## config.mk

```make
export PLATFORM = sky130hd
export DESIGN_NAME = word_matrix_to_serpentine_strip_top
export DESIGN_NICKNAME = d
export VERILOG_FILES = /design/src/wmss_pkg.sv /design/src/wmss_front.sv /design/src/wmss_queue.sv /design/src/wmss_color.sv /design/src/wmss_back.sv /design/src/word_matrix_to_serpentine_strip_top.sv
export SDC_FILE = /design/constraint.sdc
export NUM_CORES = 1
export LEC_CHECK = 0
export ABC_AREA = 0
export BUFFER_PORTS_ARGS = -buffer_cell sky130_fd_sc_hd__buf_4
export CORE_MARGIN = 3
export CORE_UTILIZATION = 60
export CTS_CLUSTER_DIAMETER = 50
export DETAILED_ROUTE_END_ITERATION = 8
export GPL_TIMING_DRIVEN = 0
export PLACE_DENSITY = 0.77
export RECOVER_POWER = 25
export SLEW_MARGIN = 5
export SYNTH_ARGS = -nofsm -noshare
export SYNTH_HDL_FRONTEND = slang
export SYNTH_SLANG_ARGS = --single-unit
```

## constraint.sdc

```tcl
create_clock -name clk -period 14.9 [get_ports clk]
set_input_delay 1.49 -clock clk [delete_from_list [all_inputs] [get_ports clk]]
set_output_delay 1.49 -clock clk [all_outputs]
set_load 0.02 [all_outputs]
```

## src/wmss_pkg.sv

```systemverilog
`timescale 1ns / 1ps
// ----------------------------------------------------------------------------
// wmss_pkg: shared types and constants for the word matrix strip mapper
// Defines the row and LED beat structs, the queue entry, the colour triple,
// the register indexes and the fixed geometry of a row word.
// ----------------------------------------------------------------------------
package wmss_pkg;

    // register indexes of the configuration port
    localparam logic [1:0] CFG_BRIGHTNESS = 2'd0;
    localparam logic [1:0] CFG_RED        = 2'd1;
    localparam logic [1:0] CFG_GREEN      = 2'd2;
    localparam logic [1:0] CFG_BLUE       = 2'd3;

    // row word geometry
    localparam int COL_COUNT    = 11;   // column bits 5..15
    localparam int COL_FIRST    = 5;
    localparam int COL_SPAN     = 10;   // columns per row minus one
    localparam int SLOT_COUNT   = COL_COUNT + 1;   // columns plus corner
    localparam int SLOT_W       = 4;
    localparam int CORNER_ROWS  = 4;
    localparam logic [4:0] CORNER_MASK = 5'h1F;

    // reset values of the configuration registers
    localparam logic [6:0] BRIGHT_RST = 7'd50;
    localparam logic [7:0] RED_RST    = 8'd250;
    localparam logic [7:0] GREEN_RST  = 8'd255;
    localparam logic [7:0] BLUE_RST   = 8'd200;

    // divide by 100 as multiply by ceil(2^22 / 100), exact below 43690
    localparam int          DIV100_SHIFT = 22;
    localparam logic [16:0] DIV100_MUL   = 17'd41944;
    localparam int          PROD_W       = 15;

    typedef struct packed {
        logic [3:0]  row_number;
        logic [15:0] row_bits;
    } row_beat_t;

    typedef struct packed {
        logic [7:0] strip_index;
        logic [7:0] red_out;
        logic [7:0] green_out;
        logic [7:0] blue_out;
        logic       lit;
        logic       last;
    } led_beat_t;

    typedef struct packed {
        logic [7:0] red;
        logic [7:0] green;
        logic [7:0] blue;
    } color_t;

    // one classified row waiting for the emitter
    typedef struct packed {
        logic                 corner;
        logic [COL_COUNT-1:0] cols;
        logic                 odd;
        logic [7:0]           row_base;
        logic [7:0]           corner_idx;
    } row_entry_t;

endpackage

```

## src/wmss_front.sv

```systemverilog
`timescale 1ns / 1ps
// ----------------------------------------------------------------------------
// wmss_front: row classifier
// Turns a row beat into a queue entry: the lit column mask, the corner flag,
// the strip position of the row start and of its corner LED.
// ----------------------------------------------------------------------------
module wmss_front
    import wmss_pkg::*;
#(
    parameter int SKIP_FACTOR = 2,
    parameter int ROW_COUNT   = 10
)
(
    input  row_beat_t  row_data,
    output row_entry_t entry
);

    localparam int ROW_STEP  = COL_SPAN * SKIP_FACTOR + 1;
    localparam int STRIP_LEN = ROW_COUNT * ROW_STEP + 4;

    logic in_range;
    logic corner_hit;

    // column bits count only for rows that exist
    assign in_range   = {1'b0, row_data.row_number} < 5'(ROW_COUNT);
    assign corner_hit = (row_data.row_number < 4'(CORNER_ROWS))
                        && (row_data.row_bits[4:0] == CORNER_MASK);

    always_comb
    begin
        entry.corner   = corner_hit;
        entry.cols     = in_range ? row_data.row_bits[15:COL_FIRST] : '0;
        entry.odd      = row_data.row_number[0];
        entry.row_base = 8'(int'(row_data.row_number) * ROW_STEP);
        // corner LEDs sit past the last row, in wiring order
        case (row_data.row_number[1:0])
            2'd0:    entry.corner_idx = 8'(STRIP_LEN - 2);
            2'd1:    entry.corner_idx = 8'(STRIP_LEN - 3);
            2'd2:    entry.corner_idx = 8'(STRIP_LEN - 4);
            default: entry.corner_idx = 8'(STRIP_LEN - 1);
        endcase
    end

endmodule

```

## src/wmss_queue.sv

```systemverilog
`timescale 1ns / 1ps
// ----------------------------------------------------------------------------
// wmss_queue: entry queue between classifier and emitter
// Small register FIFO; the head is visible combinationally to the emitter.
// ----------------------------------------------------------------------------
module wmss_queue
    import wmss_pkg::*;
#(
    parameter int DEPTH = 4
)
(
    input  logic       clk,
    input  logic       rst_n,
    input  logic       push,
    input  row_entry_t push_entry,
    input  logic       pop,
    output logic       full,
    output logic       head_valid,
    output row_entry_t head
);

    localparam int PTR_W = (DEPTH > 1) ? $clog2(DEPTH) : 1;
    localparam int CNT_W = $clog2(DEPTH + 1);

    row_entry_t       mem [DEPTH];
    logic [PTR_W-1:0] wr_ptr_reg, wr_ptr_next;
    logic [PTR_W-1:0] rd_ptr_reg, rd_ptr_next;
    logic [CNT_W-1:0] count_reg, count_next;

    assign full       = (count_reg == CNT_W'(DEPTH));
    assign head_valid = (count_reg != '0);
    assign head       = mem[rd_ptr_reg];

    // pointer and fill count update
    always_comb
    begin
        wr_ptr_next = wr_ptr_reg;
        rd_ptr_next = rd_ptr_reg;
        count_next  = count_reg;
        if (push)
        begin
            wr_ptr_next = (wr_ptr_reg == PTR_W'(DEPTH - 1)) ? '0 : wr_ptr_reg + 1'b1;
        end
        if (pop)
        begin
            rd_ptr_next = (rd_ptr_reg == PTR_W'(DEPTH - 1)) ? '0 : rd_ptr_reg + 1'b1;
        end
        if (push && !pop)
        begin
            count_next = count_reg + 1'b1;
        end
        else if (pop && !push)
        begin
            count_next = count_reg - 1'b1;
        end
    end

    always_ff @(posedge clk or negedge rst_n)
    begin
        if (!rst_n)
        begin
            wr_ptr_reg <= '0;
            rd_ptr_reg <= '0;
            count_reg  <= '0;
        end
        else
        begin
            wr_ptr_reg <= wr_ptr_next;
            rd_ptr_reg <= rd_ptr_next;
            count_reg  <= count_next;
        end
    end

    // storage
    always_ff @(posedge clk)
    begin
        if (push)
        begin
            mem[wr_ptr_reg] <= push_entry;
        end
    end

endmodule

```

## src/wmss_color.sv

```systemverilog
`timescale 1ns / 1ps
// ----------------------------------------------------------------------------
// wmss_color: colour registers and brightness scaling
// Holds the four registers and keeps base * brightness / 100, saturated,
// for each channel. Products are taken at the write, the divide in the cycle after.
// ----------------------------------------------------------------------------
module wmss_color
    import wmss_pkg::*;
(
    input  logic       clk,
    input  logic       rst_n,
    input  logic       cfg_we,
    input  logic [1:0] cfg_index,
    input  logic [7:0] cfg_data,
    output color_t     scaled
);

    logic [6:0]        bright_reg, bright_next;
    logic [7:0]        red_reg, red_next;
    logic [7:0]        green_reg, green_next;
    logic [7:0]        blue_reg, blue_next;
    logic [PROD_W-1:0] red_prod_reg, red_prod_next;
    logic [PROD_W-1:0] green_prod_reg, green_prod_next;
    logic [PROD_W-1:0] blue_prod_reg, blue_prod_next;
    color_t            scaled_reg, scaled_next;

    // divide by 100 through the reciprocal, then clip to 8 bits
    function automatic logic [7:0] div100_sat(input logic [PROD_W-1:0] prod);
        logic [PROD_W+16:0] wide;
        logic [8:0]         quot;
        wide = prod * DIV100_MUL;
        quot = wide[DIV100_SHIFT +: 9];
        return (quot > 9'd255) ? 8'hFF : quot[7:0];
    endfunction

    // register writes
    always_comb
    begin
        bright_next = bright_reg;
        red_next    = red_reg;
        green_next  = green_reg;
        blue_next   = blue_reg;
        if (cfg_we)
        begin
            case (cfg_index)
                CFG_BRIGHTNESS: bright_next = cfg_data[6:0];
                CFG_RED:        red_next    = cfg_data;
                CFG_GREEN:      green_next  = cfg_data;
                CFG_BLUE:       blue_next   = cfg_data;
                default:        bright_next = bright_reg;
            endcase
        end
    end

    // one multiplier per channel, fed with the values being written
    assign red_prod_next   = red_next * bright_next;
    assign green_prod_next = green_next * bright_next;
    assign blue_prod_next  = blue_next * bright_next;

    assign scaled_next.red   = div100_sat(red_prod_reg);
    assign scaled_next.green = div100_sat(green_prod_reg);
    assign scaled_next.blue  = div100_sat(blue_prod_reg);

    assign scaled = scaled_reg;

    always_ff @(posedge clk or negedge rst_n)
    begin
        if (!rst_n)
        begin
            bright_reg       <= BRIGHT_RST;
            red_reg          <= RED_RST;
            green_reg        <= GREEN_RST;
            blue_reg         <= BLUE_RST;
            red_prod_reg     <= PROD_W'(int'(RED_RST) * int'(BRIGHT_RST));
            green_prod_reg   <= PROD_W'(int'(GREEN_RST) * int'(BRIGHT_RST));
            blue_prod_reg    <= PROD_W'(int'(BLUE_RST) * int'(BRIGHT_RST));
            scaled_reg.red   <= 8'(int'(RED_RST) * int'(BRIGHT_RST) / 100);
            scaled_reg.green <= 8'(int'(GREEN_RST) * int'(BRIGHT_RST) / 100);
            scaled_reg.blue  <= 8'(int'(BLUE_RST) * int'(BRIGHT_RST) / 100);
        end
        else
        begin
            bright_reg     <= bright_next;
            red_reg        <= red_next;
            green_reg      <= green_next;
            blue_reg       <= blue_next;
            red_prod_reg   <= red_prod_next;
            green_prod_reg <= green_prod_next;
            blue_prod_reg  <= blue_prod_next;
            scaled_reg     <= scaled_next;
        end
    end

endmodule

```

## src/wmss_back.sv

```systemverilog
`timescale 1ns / 1ps
// ----------------------------------------------------------------------------
// wmss_back: LED emitter
// Walks the lit columns of the head entry from bit 5 upward, then the corner,
// one beat per cycle unless stalled, into the output register, and pops the
// entry on its last beat. An entry with nothing lit gives one unlit beat.
// ----------------------------------------------------------------------------
module wmss_back
    import wmss_pkg::*;
#(
    parameter int SKIP_FACTOR = 2
)
(
    input  logic       clk,
    input  logic       rst_n,
    input  logic       head_valid,
    input  row_entry_t head,
    output logic       pop,
    input  color_t     scaled,
    output logic       led_valid,
    input  logic       led_stall,
    output led_beat_t  led_data
);

    logic [SLOT_COUNT-1:0] done_reg, done_next;
    logic                  valid_reg, valid_next;
    logic [7:0]            idx_reg, idx_next;
    logic                  lit_reg, lit_next;
    logic                  last_reg, last_next;

    logic [SLOT_COUNT-1:0] req;
    logic [SLOT_COUNT-1:0] pick;
    logic [SLOT_W-1:0]     slot;
    logic                  load;
    logic                  is_last;
    logic [7:0]            col_off;

    // slots still to emit, lowest first
    assign req     = {head.corner, head.cols} & ~done_reg;
    assign pick    = req & (~req + 1'b1);
    assign is_last = ((req & (req - 1'b1)) == '0);
    assign load    = head_valid && (!valid_reg || !led_stall);
    assign pop     = load && is_last;

    // encode the picked slot
    always_comb
    begin
        slot = '0;
        for (int k = 0; k < SLOT_COUNT; k++)
        begin
            if (pick[k])
            begin
                slot = slot | SLOT_W'(k);
            end
        end
    end

    // odd rows run the other way along the strip
    assign col_off = head.odd ? 8'(int'(slot) * SKIP_FACTOR)
                              : 8'((COL_SPAN - int'(slot)) * SKIP_FACTOR);

    // output register
    always_comb
    begin
        valid_next = valid_reg;
        done_next  = done_reg;
        idx_next   = idx_reg;
        lit_next   = lit_reg;
        last_next  = last_reg;
        if (load)
        begin
            valid_next = 1'b1;
            lit_next   = (req != '0);
            last_next  = is_last;
            if (req == '0)
            begin
                idx_next = '0;
            end
            else if (slot == SLOT_W'(COL_COUNT))
            begin
                idx_next = head.corner_idx;
            end
            else
            begin
                idx_next = head.row_base + col_off;
            end
            done_next = is_last ? '0 : (done_reg | pick);
        end
        else if (!led_stall)
        begin
            valid_next = 1'b0;
        end
    end

    always_ff @(posedge clk or negedge rst_n)
    begin
        if (!rst_n)
        begin
            valid_reg <= 1'b0;
            done_reg  <= '0;
        end
        else
        begin
            valid_reg <= valid_next;
            done_reg  <= done_next;
        end
    end

    always_ff @(posedge clk)
    begin
        idx_reg  <= idx_next;
        lit_reg  <= lit_next;
        last_reg <= last_next;
    end

    // colours come straight from the scaled registers
    assign led_valid             = valid_reg;
    assign led_data.strip_index  = idx_reg;
    assign led_data.red_out      = lit_reg ? scaled.red : '0;
    assign led_data.green_out    = lit_reg ? scaled.green : '0;
    assign led_data.blue_out     = lit_reg ? scaled.blue : '0;
    assign led_data.lit          = lit_reg;
    assign led_data.last         = last_reg;

endmodule

```

## src/word_matrix_to_serpentine_strip_top.sv

```systemverilog
`timescale 1ns / 1ps
// ----------------------------------------------------------------------------
// word_matrix_to_serpentine_strip_top: screen row to LED strip mapper
// Maps one 16-bit row word of a word-clock screen onto positions of a
// serpentine LED strip, with the brightness scaled display colour.
// ----------------------------------------------------------------------------
// row channel: row_valid / row_stall / row_data carry one row per beat.
// led channel: led_valid / led_stall / led_data carry one LED per beat;
//   a row gives one beat per lit column (bit 5 first), then its corner LED,
//   or a single unlit beat; last marks the final beat of the row.
// config port: cfg_we writes cfg_data into register cfg_index
//   (0 brightness, 1 red, 2 green, 3 blue); write only while idle.
// path: a row beat is stored in the queue, then its first LED beat in the output register.
// throughput: one LED beat per cycle from the emitter unless led_stall holds it;
//   a row gives max(1, lit columns + corner) beats, at most 12; a new row is taken
//   every cycle while the four-entry queue has room.
// reset: registers return to brightness 50, colour 250/255/200; the queue
//   and the output register are emptied.
// stall: a stalled LED beat holds; the queue keeps taking rows until full,
//   then row_stall rises.
// ----------------------------------------------------------------------------
module word_matrix_to_serpentine_strip_top
    import wmss_pkg::*;
#(
    parameter int SKIP_FACTOR = 2,
    parameter int ROW_COUNT   = 10
)
(
    input  logic       clk,
    input  logic       rst_n,
    input  logic       row_valid,
    output logic       row_stall,
    input  row_beat_t  row_data,
    output logic       led_valid,
    input  logic       led_stall,
    output led_beat_t  led_data,
    input  logic       cfg_we,
    input  logic [1:0] cfg_index,
    input  logic [7:0] cfg_data
);

    localparam int QUEUE_DEPTH = 4;

    row_entry_t new_entry;
    row_entry_t head;
    logic       head_valid;
    logic       pop;
    logic       full;
    color_t     scaled;

    assign row_stall = full;

    // classify incoming rows
    wmss_front #(
        .SKIP_FACTOR (SKIP_FACTOR),
        .ROW_COUNT   (ROW_COUNT)
    ) u_front (
        .row_data (row_data),
        .entry    (new_entry)
    );

    // decouple classifier and emitter
    wmss_queue #(
        .DEPTH (QUEUE_DEPTH)
    ) u_queue (
        .clk        (clk),
        .rst_n      (rst_n),
        .push       (row_valid && !full),
        .push_entry (new_entry),
        .pop        (pop),
        .full       (full),
        .head_valid (head_valid),
        .head       (head)
    );

    // colour registers and scaling
    wmss_color u_color (
        .clk       (clk),
        .rst_n     (rst_n),
        .cfg_we    (cfg_we),
        .cfg_index (cfg_index),
        .cfg_data  (cfg_data),
        .scaled    (scaled)
    );

    // emit LED beats
    wmss_back #(
        .SKIP_FACTOR (SKIP_FACTOR)
    ) u_back (
        .clk        (clk),
        .rst_n      (rst_n),
        .head_valid (head_valid),
        .head       (head),
        .pop        (pop),
        .scaled     (scaled),
        .led_valid  (led_valid),
        .led_stall  (led_stall),
        .led_data   (led_data)
    );

endmodule
```

# Word-level counts from Yosys, hierarchy flattened
# Memories as Yosys holds them, arrays and structs flattened.
# Index checks and enable logic that the tools add are counted.
classes:
  add_sub_neg: 8
  multipliers: 7
  order_cmp: 5
  n_eq_ne: 11
  n_mux: 38
  bitwise: 6
  reduce_logical: 19
op_table:
  columns: ["cell", "count"]
  rows:
  - ["$mux W8", 14]
  - ["$mul A15 B13 Y28 const B", 3]
  - ["$mul A8 B7 Y15", 3]
  - ["$and A12 B12 Y12", 3]
  - ["$gt A9 B8 Y1 const B", 3]
  - ["$logic_not A12 Y1", 2]
  - ["$not A12 Y12", 2]
  - ["$mux W3", 6]
  - ["$mux W4", 4]
  - ["$mux W7", 2]
  - ["$add A12 B1 Y12 const B", 1]
  - ["$mux W12", 1]
  - ["$or A12 B12 Y12", 1]
  - ["$reduce_bool A12 Y1", 1]
  - ["$sub A12 B1 Y12 const B", 1]
  - ["$mux W11", 1]
  - ["$eq A2 B2 Y1 const B", 5]
  - ["$pmux W3 S3", 1]
  - ["$add A8 B8 Y8", 1]
  - ["$mul A4 B5 Y8 const B", 1]
  - ["$mux W2", 4]
  - ["$logic_and A1 B1 Y1", 6]
  - ["$eq A5 B5 Y1 const B", 1]
  - ["$logic_not A1 Y1", 5]
  - ["15 further kinds", 22]
totals:
  register_bits: 130
  ramBits: 96
  in_bits: 35
  out_inout_bits: 36
  word_cells: 113
  memories: 1
mem_list:
  columns: ["name", "words", "word_bits", "read_ports", "rd_clocked_by_memory_dff", "write_ports", "line", "rtl"]
  rows:
  - ["u_queue.mem", 4, 24, 1, 0, 1, "wmss_queue.sv:25", "row_entry_t mem [DEPTH];"]

# Logic depth before layout (Yosys ltp)
logic_depth:
  word_depth: 20
  depth_mapped: 22
  depth_no_buf: 20

# By module
# Synthesis repeated with hierarchy kept, for this count alone.
unflattened:
  cells_unflattened: 2288
  area_unflattened_um2: 25481.9
by_module_without_submodules:
  columns: ["module", "instances", "cells_per_inst", "area_each_um2"]
  rows:
  - ["wmss_color", 1, 1841, 18591.6]
  - ["wmss_queue", 1, 188, 4600.7]
  - ["wmss_back", 1, 213, 1881.8]
  - ["wmss_front", 1, 45, 394.1]
  - ["word_matrix_to_serpentine_strip_top", 1, 1, 13.8]

# Worst setup path after synthesis
# Ideal clock, no wire load.
synth_timing:
  path_type: "in2reg"
  start: "input port cfg_index[1]"
  end: "register u_color.green_prod_reg[12]"
  setup_ns: 0.075
  arrival_time_ns: 6.173
  slack_ns: 8.652
  path_stages: 18
  cell_sequence: "nor3b_1 > buf_1 > mux2i_1 > clkinv_1 > clkbuf_1 > nand2_1 > fa_1 > fa_1 > fa_1 > inv_1 > fa_1 > ha_1 > nor2b_1 > o211ai_1 > nand2_1 > a41oi_1 > nor2b_1 > xnor2_1"
synth_between:
  elab_chain_cells: 4
  word_cells_on_any_way: 7
synth_lines:
  columns: ["element", "line", "rtl"]
  rows:
  - ["start, declared", "word_matrix_to_serpentine_strip_top.sv:38", "input logic [1:0] cfg_index,"]
  - ["$logic_not A2 Y1", "wmss_color.sv:45", "case (cfg_index)"]
  - ["$mux W7", "wmss_color.sv:45", null]
  - ["$mux W7", "wmss_color.sv:43", "if (cfg_we)"]
  - ["via u_color.bright_next[4]", "wmss_color.sv:18", "logic [6:0] bright_reg, bright_next;"]
  - ["$mul A8 B7 Y15", "wmss_color.sv:57", "assign green_prod_next = green_next * bright_next;"]
  - ["via u_color.green_prod_next[12]", "wmss_color.sv:23", "logic [PROD_W-1:0] green_prod_reg, green_prod_next;"]
  - ["end signal, assigned", "wmss_color.sv:75", "green_prod_reg <= PROD_W'(int'(GREEN_RST) * int'(BRIGHT_RST));"]
  - ["end signal, assigned", "wmss_color.sv:88", "green_prod_reg <= green_prod_next;"]
  - ["end, declared", "wmss_color.sv:23", null]
# The timed path passes the listed nets, and every way through them passes these cells.
# A chain may end at the register's enable or synchronous reset.

# Worst setup path after layout
layout_timing:
  start: "input port cfg_index[1]"
  end: "register u_color.red_prod_reg[14]"
layout_between:
  elab_chain_cells: 4
  word_cells_on_any_way: 7
layout_lines:
  columns: ["element", "line", "rtl"]
  rows:
  - ["$logic_not A2 Y1", "wmss_color.sv:45", null]
  - ["$mux W7", "wmss_color.sv:45", null]
  - ["$mux W7", "wmss_color.sv:43", null]
  - ["via u_color.bright_next[5]", "wmss_color.sv:18", null]
  - ["$mul A8 B7 Y15", "wmss_color.sv:56", "assign red_prod_next = red_next * bright_next;"]
  - ["via u_color.red_prod_next[14]", "wmss_color.sv:22", "logic [PROD_W-1:0] red_prod_reg, red_prod_next;"]
  - ["end signal, assigned", "wmss_color.sv:74", "red_prod_reg <= PROD_W'(int'(RED_RST) * int'(BRIGHT_RST));"]
  - ["end signal, assigned", "wmss_color.sv:87", "red_prod_reg <= red_prod_next;"]
  - ["end, declared", "wmss_color.sv:22", null]
# The timed path passes the listed nets, and every way through them passes these cells.

==> flow_summary_export.csv <==
group,metric,value,unit
run_status,status,"finished with violations",
run_status,violations,"max-capacitance violations, max-slew violations",
worst_setup_path,worst-setup-path-type,"in2reg",
synth,synthCells,2253,
grt,grt_pass1_wl,82100,um
final_layout,final_area,0.0267,mm^2
floorplanning,dieWidth,208,um
place,gp_congestion,0.879,
worst_setup_path,arrival,7.94,ns
sta,clock.fmax,134,MHz
clock_network,cts.path.max_buffers,3,
route,vias_per_cell,5.49,
route,drt_iter0_markers,858,
place,place_hpwl,40100,um
synth,yosysSeqAreaShare,25.1,%
sta,slew_headroom,-123,%
sta,layout_min_cycle_time,7.49,ns
grt,grt_usage,23.0,%
worst_setup_path,crit_fanout,10,
clock_network,post_cts_buffers,0,
sta,timing_hold_violations_final,0,
route,drc_errors,0,
clock_network,cts_tree,"built",
synth,yosysUniqueCellTypes,78,
clock_network,cts_buffers,30,
sta,rsz0062_at_grt,"no",
worst_setup_path,endpoint_kind,"flip-flop",
sta,skew,0.0473,ns
route,drtPass1Iterations,5,
route,vias,16000,
worst_setup_path,ff2ff_setup_slack,8.80,ns
final_layout,largest_reg_flops,92,
synth,synth_edf_count,102,
synth,synth.avg_cell_area,10.8,um^2
flow_run,max_cap_viol_count,2,
clock_network,root_buffer,"clkbuf_16",
sta,maxSlewViolCount,123,
place,dp.cells,2849,
sta,timing.setup.tns,0,ns
synth,synthArstFlopShare,54.1,%
place,portBuffers,70,
synth,synth_warnings,0,
floorplanning,core_area,0.0400,mm^2
sta,final-setup-viol-count,0,
route,avgRoutedWirePerCell,16.7,um
final_layout,fillers,2944,
clock_network,hold_buffers,0,
grt,grt_pass1_vias,17300,
final_layout,nNetsFinal,3109,
clock_network,clk_latency,0.60,ns
floorplanning,initial_utilization,61.1,%
synth,synth_area,0.0244,mm^2
place,pre_cts_slack,7.13,ns
route,routed_wl,48500,um
floorplanning,row_count,73,
grt,grt_max_degree,64,
final_layout,diodes,0,
worst_setup_path,worstPathRequired,15.35,ns
synth,synth_nets,3006,
final_layout,instances_no_fill,2905,
clock_network,cts_resized,0,
sta,fin_crit_sh,50.3,%
sta,fin_ws,7.41,ns
synth,synth_top_area_share,24.3,%
synth,netlist_top_cells_area,"fa_1, ha_1, edfxtp_1, inv_1, dfrtp_1",
synth,synth_seq_cells,222,
clock_network,clk_pin_slew,0.06,ns
place,placed_area,0.0257,mm^2
clock_network,clock-sinks,222,
worst_setup_path,cp-start-kind,"input pin",
floorplanning,design.portCount,71,
final_layout,area_delta_synth_final,9.06,%
final_layout,drive_above_1_share,9.96,%
worst_hold_path,min_path_type,"reg2reg",
synth,synth-main-ff-cell,"edfxtp_1",
grt,gr-total-overflow,0,
sta,tightestPinTransition,3.34,ns
floorplanning,die_h,208,um
route,ant_nets,0,
synth,synth.largest_area_cell,"fa_1",
clock_network,cts_htree_levels,1,
grt,antenna_found_initial,0,
floorplanning,fp.dieArea,0.0432,mm^2
## worst max-delay path: stages
cell and delay, ns:
buf_4 0.12, nor3b_1 0.19, buf_1 0.40, mux2i_1 1.05, clkinv_1 0.63, clkbuf_1 0.38, nand2_1 0.16, fa_1 0.45
fa_1 0.49, fa_1 0.50, inv_1 0.05, fa_1 0.44, ha_1 0.34, nor2b_1 0.17, o211ai_1 0.16, nand2_1 0.10
a41oi_1 0.30, a21oi_1 0.13, xnor2_1 0.38
## cell families after synthesis
kind of cell    count (synthesis)  synth area share (%)
flops                         222                  25.1
buf+inv                       522                  8.23
fa+ha+maj                     719                  45.9
xor+xnor                       68                  2.44
simple gates                  450                  8.74
mux                            63                  3.88
compound gates                209                  5.69
## cell usage in the layout, fill, tap and decap left out, types with 28 or more instances in the layout
cell type	netlist	layout
clkbuf_16	0	30
nand2_1	163	163
and2_1	57	56
edfxtp_1	102	102
fa_1	297	297
nand3_1	28	28
nor2_1	109	109
xnor2_1	48	48
a21oi_1	69	69
o21ai_0	34	34
inv_1	492	492
ha_1	421	421
dfrtp_1	65	65
buf_4	2	68
dfstp_2	55	55
## per-stage QoR
stage / utilization (%) / hold WS [ns]
floorplan: - / 0.454
global placement: 64.0 / 0.467
detailed placement: 64.1 / 0.487
CTS: 66.7 / 0.501
global route: 66.6 / 0.519
finish: 66.6 / 0.501
## cell usage after synthesis (all sizes together) (12+ instances only)
cell,count
nor2,109
a31oi,13
nand3,28
mux4,23
edfxtp,102
nor2b,21
xor2,20
a21oi,70
nand2b,12
dfstp,55
dfrtp,65
ha,421
nor3,18
clkbuf,18
and2,58
o21ai,34
nand2,164
inv,492
mux2,14
fa,297
xnor2,48
a21o,20
mux2i,26
## layout make-up
class	count	area (um^2)	share of cell area [%]
Timing Repair Buffer	71	518	1.94
Sequential cell	222	6130	23.0
Tap cell	525	657	2.46
Clock inverter	18	218	0.817
Multi-Input combinational cell	1509	16300	61.1
Buffer	27	153	0.573
Inverter	495	1860	6.97
Clock buffer	38	821	3.08
## routing by layer
layer / routed length [um] / vias to the layer above / GRT usage (%) / share of wire, %
met5: 0 / - / 0 / 0
met4: 1920 / 0 / 7.70 / 4.0
met3: 1950 / 136 / 3.25 / 4.0
met2: 25200 / 372 / 41.9 / 52
met1: 19400 / 7914 / 28.1 / 40
li1: - / 7531 / - / -
## path summary, 6_finish.rpt
path                                                start                        to  cells after the start
worst max-delay path                         cfg_index[1]  u_color.red_prod_reg[14]                     19
worst min register to register       u_queue.count_reg[2]      u_queue.count_reg[2]                      1
min in group asynchronous                           rst_n         u_color.scaled[1]                      1
max in group asynchronous                           rst_n       u_color.blue_reg[5]                      2
worst max register to register  u_color.green_prod_reg[8]        u_color.scaled[15]                     16
worst min-delay path                 u_queue.count_reg[2]      u_queue.count_reg[2]                      1
Power is not shown: default switching activity piles up to over one toggle a cycle in this logic, so the estimate is an artifact.
